### config.mk
export PLATFORM = sky130hd
export DESIGN_NAME = c_subset_token_lexer_unit
export DESIGN_NICKNAME = d
export VERILOG_FILES = /design/src/hw/rtl/cstl_pkg.sv /design/src/hw/rtl/cstl_front.sv /design/src/hw/rtl/cstl_fifo.sv /design/src/hw/rtl/cstl_back.sv /design/src/hw/rtl/c_subset_token_lexer_unit.sv
export VERILOG_INCLUDE_DIRS = /design/src /design/src/hw/rtl
export SDC_FILE = /design/constraint.sdc
export NUM_CORES = 1
export LEC_CHECK = 0
export ABC_AREA = 1
export BUFFER_PORTS_ARGS = -buffer_cell sky130_fd_sc_hd__clkbuf_2
export CORE_ASPECT_RATIO = 1.2
export CORE_MARGIN = 2
export CORE_UTILIZATION = 40
export DETAILED_ROUTE_END_ITERATION = 7
export GPL_ROUTABILITY_DRIVEN = 0
export SLEW_MARGIN = 20
export SYNTH_ARGS = -nofsm -noshare
export SYNTH_HDL_FRONTEND = slang
export SYNTH_HIERARCHICAL = 1
export SYNTH_SLANG_ARGS = --single-unit
### constraint.sdc
create_clock -name clk -period 17.4 [get_ports clk]
set_input_delay 0 -clock clk [delete_from_list [all_inputs] [get_ports clk]]
set_output_delay 0 -clock clk [all_outputs]
set_load 0.02 [all_outputs]
### src/hw/rtl/assert_macros.svh
// Assertion macros shared by the lexer RTL.
// Depends on nothing; files that check their own logic include it.
`ifndef ASSERT_MACROS_SVH
`define ASSERT_MACROS_SVH

// Same-cycle implication, checked outside reset.
`define ASSERT_IMPLIES(label, clk, rst, ante, cons) \
  label: assert property (@(posedge clk) disable iff (rst) (ante) |-> (cons)) \
    else $error("assertion failed");

// Next-cycle implication, checked outside reset.
`define ASSERT_NEXT(label, clk, rst, ante, cons) \
  label: assert property (@(posedge clk) disable iff (rst) (ante) |=> (cons)) \
    else $error("assertion failed");

`endif

### src/hw/rtl/cstl_pkg.sv
// Types, token codes and character helpers for the C subset lexer.
// Used by cstl_front, cstl_fifo, cstl_back and the top level.
package cstl_pkg;

  localparam logic [4:0] K_NUM    = 5'd0;
  localparam logic [4:0] K_IDENT  = 5'd1;
  localparam logic [4:0] K_INT    = 5'd2;
  localparam logic [4:0] K_PLUS   = 5'd7;
  localparam logic [4:0] K_MINUS  = 5'd8;
  localparam logic [4:0] K_STAR   = 5'd9;
  localparam logic [4:0] K_SLASH  = 5'd10;
  localparam logic [4:0] K_EQEQ   = 5'd11;
  localparam logic [4:0] K_NE     = 5'd12;
  localparam logic [4:0] K_LT     = 5'd13;
  localparam logic [4:0] K_GT     = 5'd14;
  localparam logic [4:0] K_LE     = 5'd15;
  localparam logic [4:0] K_GE     = 5'd16;
  localparam logic [4:0] K_ASSIGN = 5'd17;
  localparam logic [4:0] K_LPAREN = 5'd18;
  localparam logic [4:0] K_RPAREN = 5'd19;
  localparam logic [4:0] K_LBRACE = 5'd20;
  localparam logic [4:0] K_RBRACE = 5'd21;
  localparam logic [4:0] K_SEMI   = 5'd22;
  localparam logic [4:0] K_COMMA  = 5'd23;
  localparam logic [4:0] K_STRING = 5'd24;
  localparam logic [4:0] K_END    = 5'd25;

  localparam logic [7:0] CH_TAB    = 8'h09;
  localparam logic [7:0] CH_NL     = 8'h0A;
  localparam logic [7:0] CH_CR     = 8'h0D;
  localparam logic [7:0] CH_SPACE  = 8'h20;
  localparam logic [7:0] CH_BANG   = 8'h21;
  localparam logic [7:0] CH_QUOTE  = 8'h22;
  localparam logic [7:0] CH_SLASH  = 8'h2F;
  localparam logic [7:0] CH_LT     = 8'h3C;
  localparam logic [7:0] CH_EQ     = 8'h3D;
  localparam logic [7:0] CH_GT     = 8'h3E;
  localparam logic [7:0] CH_BSLASH = 8'h5C;
  localparam logic [7:0] CH_LOW_N  = 8'h6E;
  localparam logic [7:0] CH_LOW_T  = 8'h74;

  localparam int NUM_KW = 5;
  localparam logic [7:0] KW_LEN [NUM_KW] = '{8'd3, 8'd2, 8'd4, 8'd5, 8'd6};
  localparam logic [7:0] KW_TEXT [NUM_KW][8] = '{
    '{"i", "n", "t", 8'h00, 8'h00, 8'h00, 8'h00, 8'h00},
    '{"i", "f", 8'h00, 8'h00, 8'h00, 8'h00, 8'h00, 8'h00},
    '{"e", "l", "s", "e", 8'h00, 8'h00, 8'h00, 8'h00},
    '{"w", "h", "i", "l", "e", 8'h00, 8'h00, 8'h00},
    '{"r", "e", "t", "u", "r", "n", 8'h00, 8'h00}
  };

  localparam int Q_DEPTH = 4;
  localparam int Q_AW    = $clog2(Q_DEPTH);
  localparam int Q_CW    = $clog2(Q_DEPTH + 1);

  typedef struct packed {
    logic [4:0]  kind;
    logic [63:0] value;
    logic [7:0]  ch;
    logic        text;
  } result_t;

  typedef struct packed {
    logic [1:0] cnt;
    result_t    r0;
    result_t    r1;
  } bundle_t;

  function automatic result_t tok(logic [4:0] kind, logic [63:0] value);
    result_t r;
    r.kind  = kind;
    r.value = value;
    r.ch    = 8'h00;
    r.text  = 1'b0;
    return r;
  endfunction

  function automatic result_t txt(logic [7:0] c);
    result_t r;
    r.kind  = K_NUM;
    r.value = 64'd0;
    r.ch    = c;
    r.text  = 1'b1;
    return r;
  endfunction

  // Appends a result; a third one in the same request is dropped.
  function automatic bundle_t bundle_add(bundle_t b, result_t r);
    bundle_t o;
    o = b;
    if (b.cnt == 2'd0) begin
      o.r0  = r;
      o.cnt = 2'd1;
    end else if (b.cnt == 2'd1) begin
      o.r1  = r;
      o.cnt = 2'd2;
    end
    return o;
  endfunction

  function automatic logic is_digit(logic [7:0] c);
    return c inside {[8'h30:8'h39]};
  endfunction

  function automatic logic is_alpha(logic [7:0] c);
    return (c inside {[8'h61:8'h7A], [8'h41:8'h5A], 8'h5F});
  endfunction

  function automatic logic is_blank(logic [7:0] c);
    return (c inside {CH_SPACE, CH_TAB, CH_NL, CH_CR});
  endfunction

  function automatic logic [4:0] single_kind(logic [7:0] c);
    logic [4:0] k;
    case (c)
      "+":      k = K_PLUS;
      "-":      k = K_MINUS;
      "*":      k = K_STAR;
      CH_SLASH: k = K_SLASH;
      CH_LT:    k = K_LT;
      CH_GT:    k = K_GT;
      CH_EQ:    k = K_ASSIGN;
      "(":      k = K_LPAREN;
      ")":      k = K_RPAREN;
      "{":      k = K_LBRACE;
      "}":      k = K_RBRACE;
      ";":      k = K_SEMI;
      ",":      k = K_COMMA;
      default:  k = K_END;
    endcase
    return k;
  endfunction

  function automatic logic [4:0] double_kind(logic [7:0] c);
    logic [4:0] k;
    case (c)
      CH_EQ:   k = K_EQEQ;
      CH_BANG: k = K_NE;
      CH_LT:   k = K_LE;
      default: k = K_GE;
    endcase
    return k;
  endfunction

  // Clears the candidate bit of every keyword that the new character rules out.
  function automatic logic [4:0] kw_step(logic [4:0] mask, logic [7:0] len, logic [7:0] c);
    logic [4:0] m;
    m = mask;
    for (int k = 0; k < NUM_KW; k++) begin
      if (!(len < KW_LEN[k] && KW_TEXT[k][len[2:0]] == c)) m[k] = 1'b0;
    end
    return m;
  endfunction

  function automatic logic [4:0] ident_kind(logic [4:0] mask, logic [7:0] len);
    logic [4:0] kind;
    kind = K_IDENT;
    for (int k = 0; k < NUM_KW; k++) begin
      if (mask[k] && len == KW_LEN[k]) kind = K_INT + 5'(k);
    end
    return kind;
  endfunction

endpackage

### src/hw/rtl/cstl_front.sv
// Front end of the lexer: holds the scan state and classifies each byte.
// Produces a bundle of up to two results per request; uses cstl_pkg.
`include "assert_macros.svh"
module cstl_front #(
  parameter int MAX_IDENT_CHARS  = 63,
  parameter int MAX_STRING_CHARS = 254
) (
  input  logic              clk,
  input  logic              rst,
  input  logic              accept,
  input  logic [7:0]        in_byte,
  input  logic              is_end,
  output logic              push_req,
  output cstl_pkg::bundle_t bundle
);

  typedef enum logic [3:0] {
    M_IDLE, M_NUM, M_IDENT, M_STR, M_ESC, M_SKIP, M_COMMENT, M_SLASH, M_OP
  } mode_t;

  localparam logic [7:0] IDENT_CUT = 8'(MAX_IDENT_CHARS);
  localparam logic [7:0] STR_CUT   = 8'(MAX_STRING_CHARS);

  mode_t       mode, mode_next;
  logic [7:0]  pending_char, pend_next;
  logic [63:0] number_accum, acc_next;
  logic [7:0]  text_length, len_next;
  logic [4:0]  kw_mask, mask_next;
  cstl_pkg::bundle_t b;
  logic        fresh;
  logic        str_add;
  logic [7:0]  str_ch;

  always_comb begin
    mode_next = mode;
    pend_next = pending_char;
    acc_next  = number_accum;
    len_next  = text_length;
    mask_next = kw_mask;
    b         = '0;
    fresh     = 1'b0;
    str_add   = 1'b0;
    str_ch    = in_byte;
    if (is_end) begin
      case (mode)
        M_NUM: b = cstl_pkg::bundle_add(b, cstl_pkg::tok(cstl_pkg::K_NUM, number_accum));
        M_IDENT: b = cstl_pkg::bundle_add(b, cstl_pkg::tok(
                       cstl_pkg::ident_kind(kw_mask, text_length), {56'd0, text_length}));
        M_STR, M_ESC: b = cstl_pkg::bundle_add(b,
                            cstl_pkg::tok(cstl_pkg::K_STRING, {56'd0, text_length}));
        M_SLASH: b = cstl_pkg::bundle_add(b, cstl_pkg::tok(cstl_pkg::K_SLASH, 64'd0));
        M_OP: b = cstl_pkg::bundle_add(b,
                    cstl_pkg::tok(cstl_pkg::single_kind(pending_char), 64'd0));
        default: begin
        end
      endcase
      b         = cstl_pkg::bundle_add(b, cstl_pkg::tok(cstl_pkg::K_END, 64'd0));
      mode_next = M_IDLE;
      pend_next = 8'h00;
      acc_next  = 64'd0;
      len_next  = 8'd0;
      mask_next = 5'h1F;
    end else begin
      case (mode)
        M_NUM: begin
          if (cstl_pkg::is_digit(in_byte)) begin
            acc_next = {number_accum[60:0], 3'b000} + {number_accum[62:0], 1'b0}
                     + {60'd0, in_byte[3:0]};
          end else begin
            b     = cstl_pkg::bundle_add(b, cstl_pkg::tok(cstl_pkg::K_NUM, number_accum));
            fresh = 1'b1;
          end
        end
        M_IDENT: begin
          if (cstl_pkg::is_alpha(in_byte) || cstl_pkg::is_digit(in_byte)) begin
            mask_next = cstl_pkg::kw_step(kw_mask, text_length, in_byte);
            len_next  = text_length + 8'd1;
            b         = cstl_pkg::bundle_add(b, cstl_pkg::txt(in_byte));
            if (len_next >= IDENT_CUT) begin
              b = cstl_pkg::bundle_add(b, cstl_pkg::tok(
                    cstl_pkg::ident_kind(mask_next, len_next), {56'd0, len_next}));
              mode_next = M_IDLE;
            end
          end else begin
            b = cstl_pkg::bundle_add(b, cstl_pkg::tok(
                  cstl_pkg::ident_kind(kw_mask, text_length), {56'd0, text_length}));
            fresh = 1'b1;
          end
        end
        M_STR: begin
          if (in_byte == cstl_pkg::CH_QUOTE) begin
            b = cstl_pkg::bundle_add(b,
                  cstl_pkg::tok(cstl_pkg::K_STRING, {56'd0, text_length}));
            mode_next = M_IDLE;
          end else if (in_byte == cstl_pkg::CH_BSLASH) begin
            mode_next = M_ESC;
          end else begin
            str_add = 1'b1;
          end
        end
        M_ESC: begin
          mode_next = M_STR;
          str_add   = 1'b1;
          if (in_byte == cstl_pkg::CH_LOW_N) str_ch = cstl_pkg::CH_NL;
          else if (in_byte == cstl_pkg::CH_LOW_T) str_ch = cstl_pkg::CH_TAB;
        end
        M_SKIP: mode_next = M_IDLE;
        M_COMMENT: begin
          if (in_byte == cstl_pkg::CH_NL) mode_next = M_IDLE;
        end
        M_SLASH: begin
          if (in_byte == cstl_pkg::CH_SLASH) begin
            mode_next = M_COMMENT;
          end else begin
            b     = cstl_pkg::bundle_add(b, cstl_pkg::tok(cstl_pkg::K_SLASH, 64'd0));
            fresh = 1'b1;
          end
        end
        M_OP: begin
          if (in_byte == cstl_pkg::CH_EQ) begin
            b = cstl_pkg::bundle_add(b,
                  cstl_pkg::tok(cstl_pkg::double_kind(pending_char), 64'd0));
            mode_next = M_IDLE;
          end else begin
            b = cstl_pkg::bundle_add(b,
                  cstl_pkg::tok(cstl_pkg::single_kind(pending_char), 64'd0));
            fresh = 1'b1;
          end
        end
        default: fresh = 1'b1;
      endcase

      if (str_add) begin
        b        = cstl_pkg::bundle_add(b, cstl_pkg::txt(str_ch));
        len_next = text_length + 8'd1;
        if (len_next >= STR_CUT) begin
          b = cstl_pkg::bundle_add(b, cstl_pkg::tok(cstl_pkg::K_STRING, {56'd0, len_next}));
          mode_next = M_SKIP;
        end
      end

      if (fresh) begin
        mode_next = M_IDLE;
        if (cstl_pkg::is_blank(in_byte)) begin
          mode_next = M_IDLE;
        end else if (in_byte == cstl_pkg::CH_SLASH) begin
          mode_next = M_SLASH;
        end else if (in_byte inside {cstl_pkg::CH_EQ, cstl_pkg::CH_BANG,
                                     cstl_pkg::CH_LT, cstl_pkg::CH_GT}) begin
          mode_next = M_OP;
          pend_next = in_byte;
        end else if (cstl_pkg::is_digit(in_byte)) begin
          mode_next = M_NUM;
          acc_next  = {60'd0, in_byte[3:0]};
        end else if (cstl_pkg::is_alpha(in_byte)) begin
          mode_next = M_IDENT;
          mask_next = cstl_pkg::kw_step(5'h1F, 8'd0, in_byte);
          len_next  = 8'd1;
          b         = cstl_pkg::bundle_add(b, cstl_pkg::txt(in_byte));
          if (len_next >= IDENT_CUT) begin
            b = cstl_pkg::bundle_add(b, cstl_pkg::tok(
                  cstl_pkg::ident_kind(mask_next, len_next), {56'd0, len_next}));
            mode_next = M_IDLE;
          end
        end else if (in_byte == cstl_pkg::CH_QUOTE) begin
          mode_next = M_STR;
          len_next  = 8'd0;
        end else begin
          b = cstl_pkg::bundle_add(b, cstl_pkg::tok(cstl_pkg::single_kind(in_byte), 64'd0));
        end
      end
    end
  end

  always_ff @(posedge clk) begin
    if (rst) begin
      mode         <= M_IDLE;
      pending_char <= 8'h00;
      number_accum <= 64'd0;
      text_length  <= 8'd0;
      kw_mask      <= 5'h1F;
    end else if (accept) begin
      mode         <= mode_next;
      pending_char <= pend_next;
      number_accum <= acc_next;
      text_length  <= len_next;
      kw_mask      <= mask_next;
    end
  end

  assign bundle   = b;
  assign push_req = accept && (b.cnt != 2'd0);

  `ASSERT_IMPLIES(a_ident_len, clk, rst, mode == M_IDENT,
                  text_length != 8'd0 && text_length < IDENT_CUT)
  `ASSERT_IMPLIES(a_str_len, clk, rst, mode == M_STR || mode == M_ESC,
                  text_length < STR_CUT)

endmodule

### src/hw/rtl/cstl_fifo.sv
// Short queue of result bundles between the lexer front and back ends.
// Uses cstl_pkg for the bundle type and the depth.
`include "assert_macros.svh"
module cstl_fifo (
  input  logic              clk,
  input  logic              rst,
  input  logic              push,
  input  cstl_pkg::bundle_t din,
  output logic              full,
  input  logic              pop,
  output cstl_pkg::bundle_t dout,
  output logic              empty
);

  cstl_pkg::bundle_t           slots [cstl_pkg::Q_DEPTH];
  logic [cstl_pkg::Q_AW-1:0]   wr_ptr;
  logic [cstl_pkg::Q_AW-1:0]   rd_ptr;
  logic [cstl_pkg::Q_CW-1:0]   count;
  logic                        do_push;
  logic                        do_pop;

  assign full    = (count == cstl_pkg::Q_CW'(cstl_pkg::Q_DEPTH));
  assign empty   = (count == '0);
  assign do_push = push && !full;
  assign do_pop  = pop && !empty;
  assign dout    = slots[rd_ptr];

  always_ff @(posedge clk) begin
    if (rst) begin
      wr_ptr <= '0;
      rd_ptr <= '0;
      count  <= '0;
    end else begin
      if (do_push) wr_ptr <= wr_ptr + 1'b1;
      if (do_pop) rd_ptr <= rd_ptr + 1'b1;
      if (do_push && !do_pop) count <= count + 1'b1;
      else if (do_pop && !do_push) count <= count - 1'b1;
    end
  end

  always_ff @(posedge clk) begin
    if (do_push) slots[wr_ptr] <= din;
  end

  `ASSERT_IMPLIES(a_count_bound, clk, rst, 1'b1,
                  count <= cstl_pkg::Q_CW'(cstl_pkg::Q_DEPTH))
  `ASSERT_NEXT(a_fill_step, clk, rst, do_push && !do_pop, count == $past(count) + 1'b1)

endmodule

### src/hw/rtl/cstl_back.sv
// Back end of the lexer: hands out the results of each queued bundle in order.
// Reads bundles from cstl_fifo; uses cstl_pkg.
`include "assert_macros.svh"
module cstl_back (
  input  logic               clk,
  input  logic               rst,
  input  cstl_pkg::bundle_t  head,
  input  logic               head_empty,
  output logic               head_pop,
  input  logic               pop,
  output logic               empty,
  output logic [4:0]         token_kind,
  output logic signed [63:0] num_value,
  output logic [7:0]         text_char,
  output logic               is_text,
  output logic               last_of_run
);

  logic              slot;
  cstl_pkg::result_t cur;
  logic              last;

  assign cur         = slot ? head.r1 : head.r0;
  assign last        = slot || (head.cnt == 2'd1);
  assign empty       = head_empty;
  assign head_pop    = pop && !head_empty && last;
  assign token_kind  = cur.kind;
  assign num_value   = $signed(cur.value);
  assign text_char   = cur.ch;
  assign is_text     = cur.text;
  assign last_of_run = last;

  always_ff @(posedge clk) begin
    if (rst) begin
      slot <= 1'b0;
    end else if (pop && !head_empty) begin
      slot <= !last;
    end
  end

  `ASSERT_IMPLIES(a_head_count, clk, rst, !head_empty, head.cnt == 2'd1 || head.cnt == 2'd2)
  `ASSERT_IMPLIES(a_second_slot, clk, rst, slot, !head_empty && head.cnt == 2'd2)

endmodule

### src/hw/rtl/c_subset_token_lexer_unit.sv
// Top level of the C subset token lexer: front end, bundle queue and back end.
// Depends on cstl_pkg, cstl_front, cstl_fifo and cstl_back.
//
//   Channel   Handshake        Payload
//   source    push / full      in_byte, is_end
//   tokens    pop / empty      token_kind, num_value, text_char, is_text, last_of_run
//
// One source byte is taken per cycle while the four-bundle queue has room.
// Each byte yields zero, one or two results; the back end hands out one per pop,
// so a byte with two results holds the token port for two pops.
// A result is written into the bundle queue when its byte is taken and reaches the
// token port once all earlier results have been popped. Reset is synchronous; no memory needs clearing.
module c_subset_token_lexer_unit #(
  parameter int MAX_IDENT_CHARS  = 63,
  parameter int MAX_STRING_CHARS = 254
) (
  input  logic               clk,
  input  logic               rst,
  input  logic               push,
  output logic               full,
  input  logic [7:0]         in_byte,
  input  logic               is_end,
  output logic               empty,
  input  logic               pop,
  output logic [4:0]         token_kind,
  output logic signed [63:0] num_value,
  output logic [7:0]         text_char,
  output logic               is_text,
  output logic               last_of_run
);

  logic              accept;
  logic              q_push;
  cstl_pkg::bundle_t q_din;
  cstl_pkg::bundle_t q_head;
  logic              q_empty;
  logic              q_pop;

  assign accept = push && !full;

  cstl_front #(
    .MAX_IDENT_CHARS  (MAX_IDENT_CHARS),
    .MAX_STRING_CHARS (MAX_STRING_CHARS)
  ) u_front (
    .clk      (clk),
    .rst      (rst),
    .accept   (accept),
    .in_byte  (in_byte),
    .is_end   (is_end),
    .push_req (q_push),
    .bundle   (q_din)
  );

  cstl_fifo u_fifo (
    .clk   (clk),
    .rst   (rst),
    .push  (q_push),
    .din   (q_din),
    .full  (full),
    .pop   (q_pop),
    .dout  (q_head),
    .empty (q_empty)
  );

  cstl_back u_back (
    .clk         (clk),
    .rst         (rst),
    .head        (q_head),
    .head_empty  (q_empty),
    .head_pop    (q_pop),
    .pop         (pop),
    .empty       (empty),
    .token_kind  (token_kind),
    .num_value   (num_value),
    .text_char   (text_char),
    .is_text     (is_text),
    .last_of_run (last_of_run)
  );

endmodule
==> results.toml <==
[setup_path]
cp.required_ns = 17.65
worstPathArrival_ns = 7.42
cp_max_fo = 65
reg2reg_from = "u_front/text_length[2]"
reg2regPathDepth = 26
worst-setup-path-type = "register to register"
r2r-end = "u_fifo/slots[2][134]"
ff2ff_setup_slack_ns = 10.23
critPathLaunchType = "register"
worst_setup_path_end_kind = "register"

[route]
antenna_left = 0
avgViaCountPerCell = 5.33
drtPass1Iterations = 6
drt-total-wl_um = 116000
num_vias = 32900
drtIter0Drc = 2713
drc = 0
wl_per_cell_um = 18.8

[clock_tree]
clock_sinks = 731
root_buffer = "clkbuf_16"
numCtsBuffers = 71
clk_latency_ns = 0.64
cts_hold_buffers = 11
postCtsResizedCells = 0
cts_max_level = 3
path_clk_slew_ns = 0.08
clk_path_buf_depth = 3
cts_tree = "yes"
post_cts_buffers = 0

[status]
status = "finished, final reports clean"

[floorplanning]
core.rowCount = 127
dieHeight_um = 353
ios = 94
core-area_um2 = 100000
die_area_um2 = 104000
die_w_um = 295
initial_core_util = 0.404

[synthesis]
synth_top_flop_cell = "edfxtp_1"
ys_seq_area_frac = 0.517
post-synth-top-count-cell = "nand2_1"
synth_area_leaders = "edfxtp_1 (47%), nand2_1 (12%), nor2_1 (5.4%)"
syn_inst = 4763
synth_top_area_cell = "edfxtp_1"
synth.distinct_cells = 55
synth_top_area_frac = 0.468
avgSynthCellArea_um2 = 8.51
yosys-top-cells-count = "nand2_1 (1273), edfxtp_1 (632), nor2_1 (583)"
syn_area_um2 = 40500
async_flop_share = 0
yosys_warnings = 6
synth_edf_count = 632
yosys_register_bits = 731

[pwr]
power.internal_uw = 3330
power.share.clock = 0.314
switching_power_uw = 1640
pwr-share-seq = 0.443
powerDensity_nw_per_um2 = 113
pwr-share-comb = 0.242
leakage_uw = 0.0182
ir_worst_vdd_v = 0.000105
switching_share = 0.330

[grt]
met2_usage = 0.350
grtUsageTotal = 0.218
grt_pass1_vias = 30200
grt_max_degree = 138
grt_pass1_wl_um = 177000
antenna_found_initial = 2
grt.overflow.total = 0
met1_usage = 0.305
grt_util_met3 = 0.0233
busiest_layer = "met2"

[final_layout]
nNetsFinal = 4918
seq_area_um2 = 21000
syn_to_final_growth_pct = 8.62
multiInputGateArea_um2 = 16300
antenna_cells = 0
drive_gt1_frac = 0.0636
utilization = 0.439
fillers = 9801

[worst_hold_path]
hold_end = "u_fifo/slots[0][5]"
hold_class = "primary input to register"
hold_start = "in_byte[4]"
worstHoldPathCells = 3

[flow_run]
drv_cap = 0

[timing]
hold_viol_final = 0
period_needed_ns = 7.17
worst_pin_slew_ns = 1.05
slew_headroom = 0.299
finalCritPeriodShare = 0.412
setup_ws_ns = 10.23
finalSetupViolations = 0
max_freq_mhz = 139
finClkSkew_ns = 0.0346
rsz0062_at_grt = "false"
final.setup.tns_ns = 0
finalMaxSlewViolations = 0

[place]
io_buffers = 93
place_ws_ns = 10.33
dp_hpwl_um = 79000
## worst max-delay path, cell delays in order, from the launching register on
cell     delay (ns)
dfxtp_1        0.68
inv_1          0.32
ha_1           0.39
inv_1          0.06
nor2_1         0.15
nand2_1        0.10
o21ai_0        0.25
nand2_1        0.08
nand2_1        0.11
nand2_1        0.13
ha_1           0.30
inv_1          0.05
nand2_1        0.11
nand3_1        0.09
nand2_1        0.12
inv_1          0.09
ha_1           0.29
o21ai_0        0.15
inv_1          0.08
nand3_1        0.13
nand2_1        0.06
inv_1          0.10
nand2_1        0.24
nor2_4         0.42
buf_4          0.85
buf_4          0.71
buf_4          0.62
## final cells by class
type                       instances  area share
sequential                       731       0.476
multi-input combinational       3323       0.370
clock buffer                      88      0.0435
inverter                         495      0.0426
tap                             1354      0.0385
timing repair buffer             135      0.0190
clock inverter                    40     0.00997
## worst max path at each step
stage | from | endpoint | slack [ns] | cells after the start
after detailed placement | u_front/text_length[2] | u_fifo/slots[2][137] | 10.33 | 26
after floorplan | u_front/text_length[2] | u_fifo/slots[0][0] | 7.10 | 25
after CTS | u_front/text_length[2] | u_fifo/slots[2][48] | 10.28 | 26
after global routing | u_front/text_length[2] | u_fifo/slots[2][134] | 9.67 | 26
after global placement | u_front/text_length[2] | u_fifo/slots[2][137] | 10.32 | 26
final | u_front/text_length[2] | u_fifo/slots[2][134] | 10.23 | 26
## stage by stage
stage	cells	cell area [um^2]	hold WS (ns)	total power, uW
finish	6166	44000	0.0571	4970
global route	6166	44000	0.0586	5200
CTS	6166	44000	0.0190	5020
detailed placement	6027	41600	0.332	3460
global placement	6027	41600	0.325	3450
floorplan	4818	40800	0.0691	3100
## placed cells by master (no fill, tap or decap), types with 96 or more instances in the layout
cell | netlist | final
ha_1 | 145 | 145
o21ai_0 | 318 | 318
o21ai_1 | 104 | 104
a21oi_1 | 174 | 174
nand3_1 | 192 | 192
nand2_1 | 1273 | 1273
edfxtp_1 | 632 | 632
o22ai_1 | 172 | 172
dfxtp_1 | 99 | 96
nor2_1 | 583 | 576
inv_1 | 467 | 469
## power groups by stage
stage	combinational, uW	clock, uW	sequential (uW)
floorplan	832	0	2270
global placement	1210	0	2240
detailed placement	1220	0	2240
CTS	1220	1590	2200
global route	1320	1660	2220
finish	1210	1560	2200
## layer usage
metal  routed length [um]  up-vias
li1                     -    15900
met1                51900    15700
met2                53700     1041
met3                 6650      218
met4                 3890        2
met5                   11        -
## sequential cells by signal, summed over array words and instances, names as in the netlist, named ones only
register and flops:
u_fifo/slots 632, u_front/number_accum 64, u_front/pending_char 8, u_front/text_length 8, u_front/kw_mask 5, u_front/mode 4
u_fifo/count 3, u_fifo/rd_ptr 2, u_fifo/wr_ptr 2, u_back/slot 1
## kinds of logic after synthesis
group / after synthesis / share of synthesized area
buf+inv: 764 / 0.0871
xor+xnor: 36 / 0.00778
simple gates: 2185 / 0.217
other cells: 1 / 0.0000925
fa+ha+maj: 148 / 0.0462
compound gates: 898 / 0.125
flops: 731 / 0.517
Note: power is estimated with default switching activity, not from simulation.
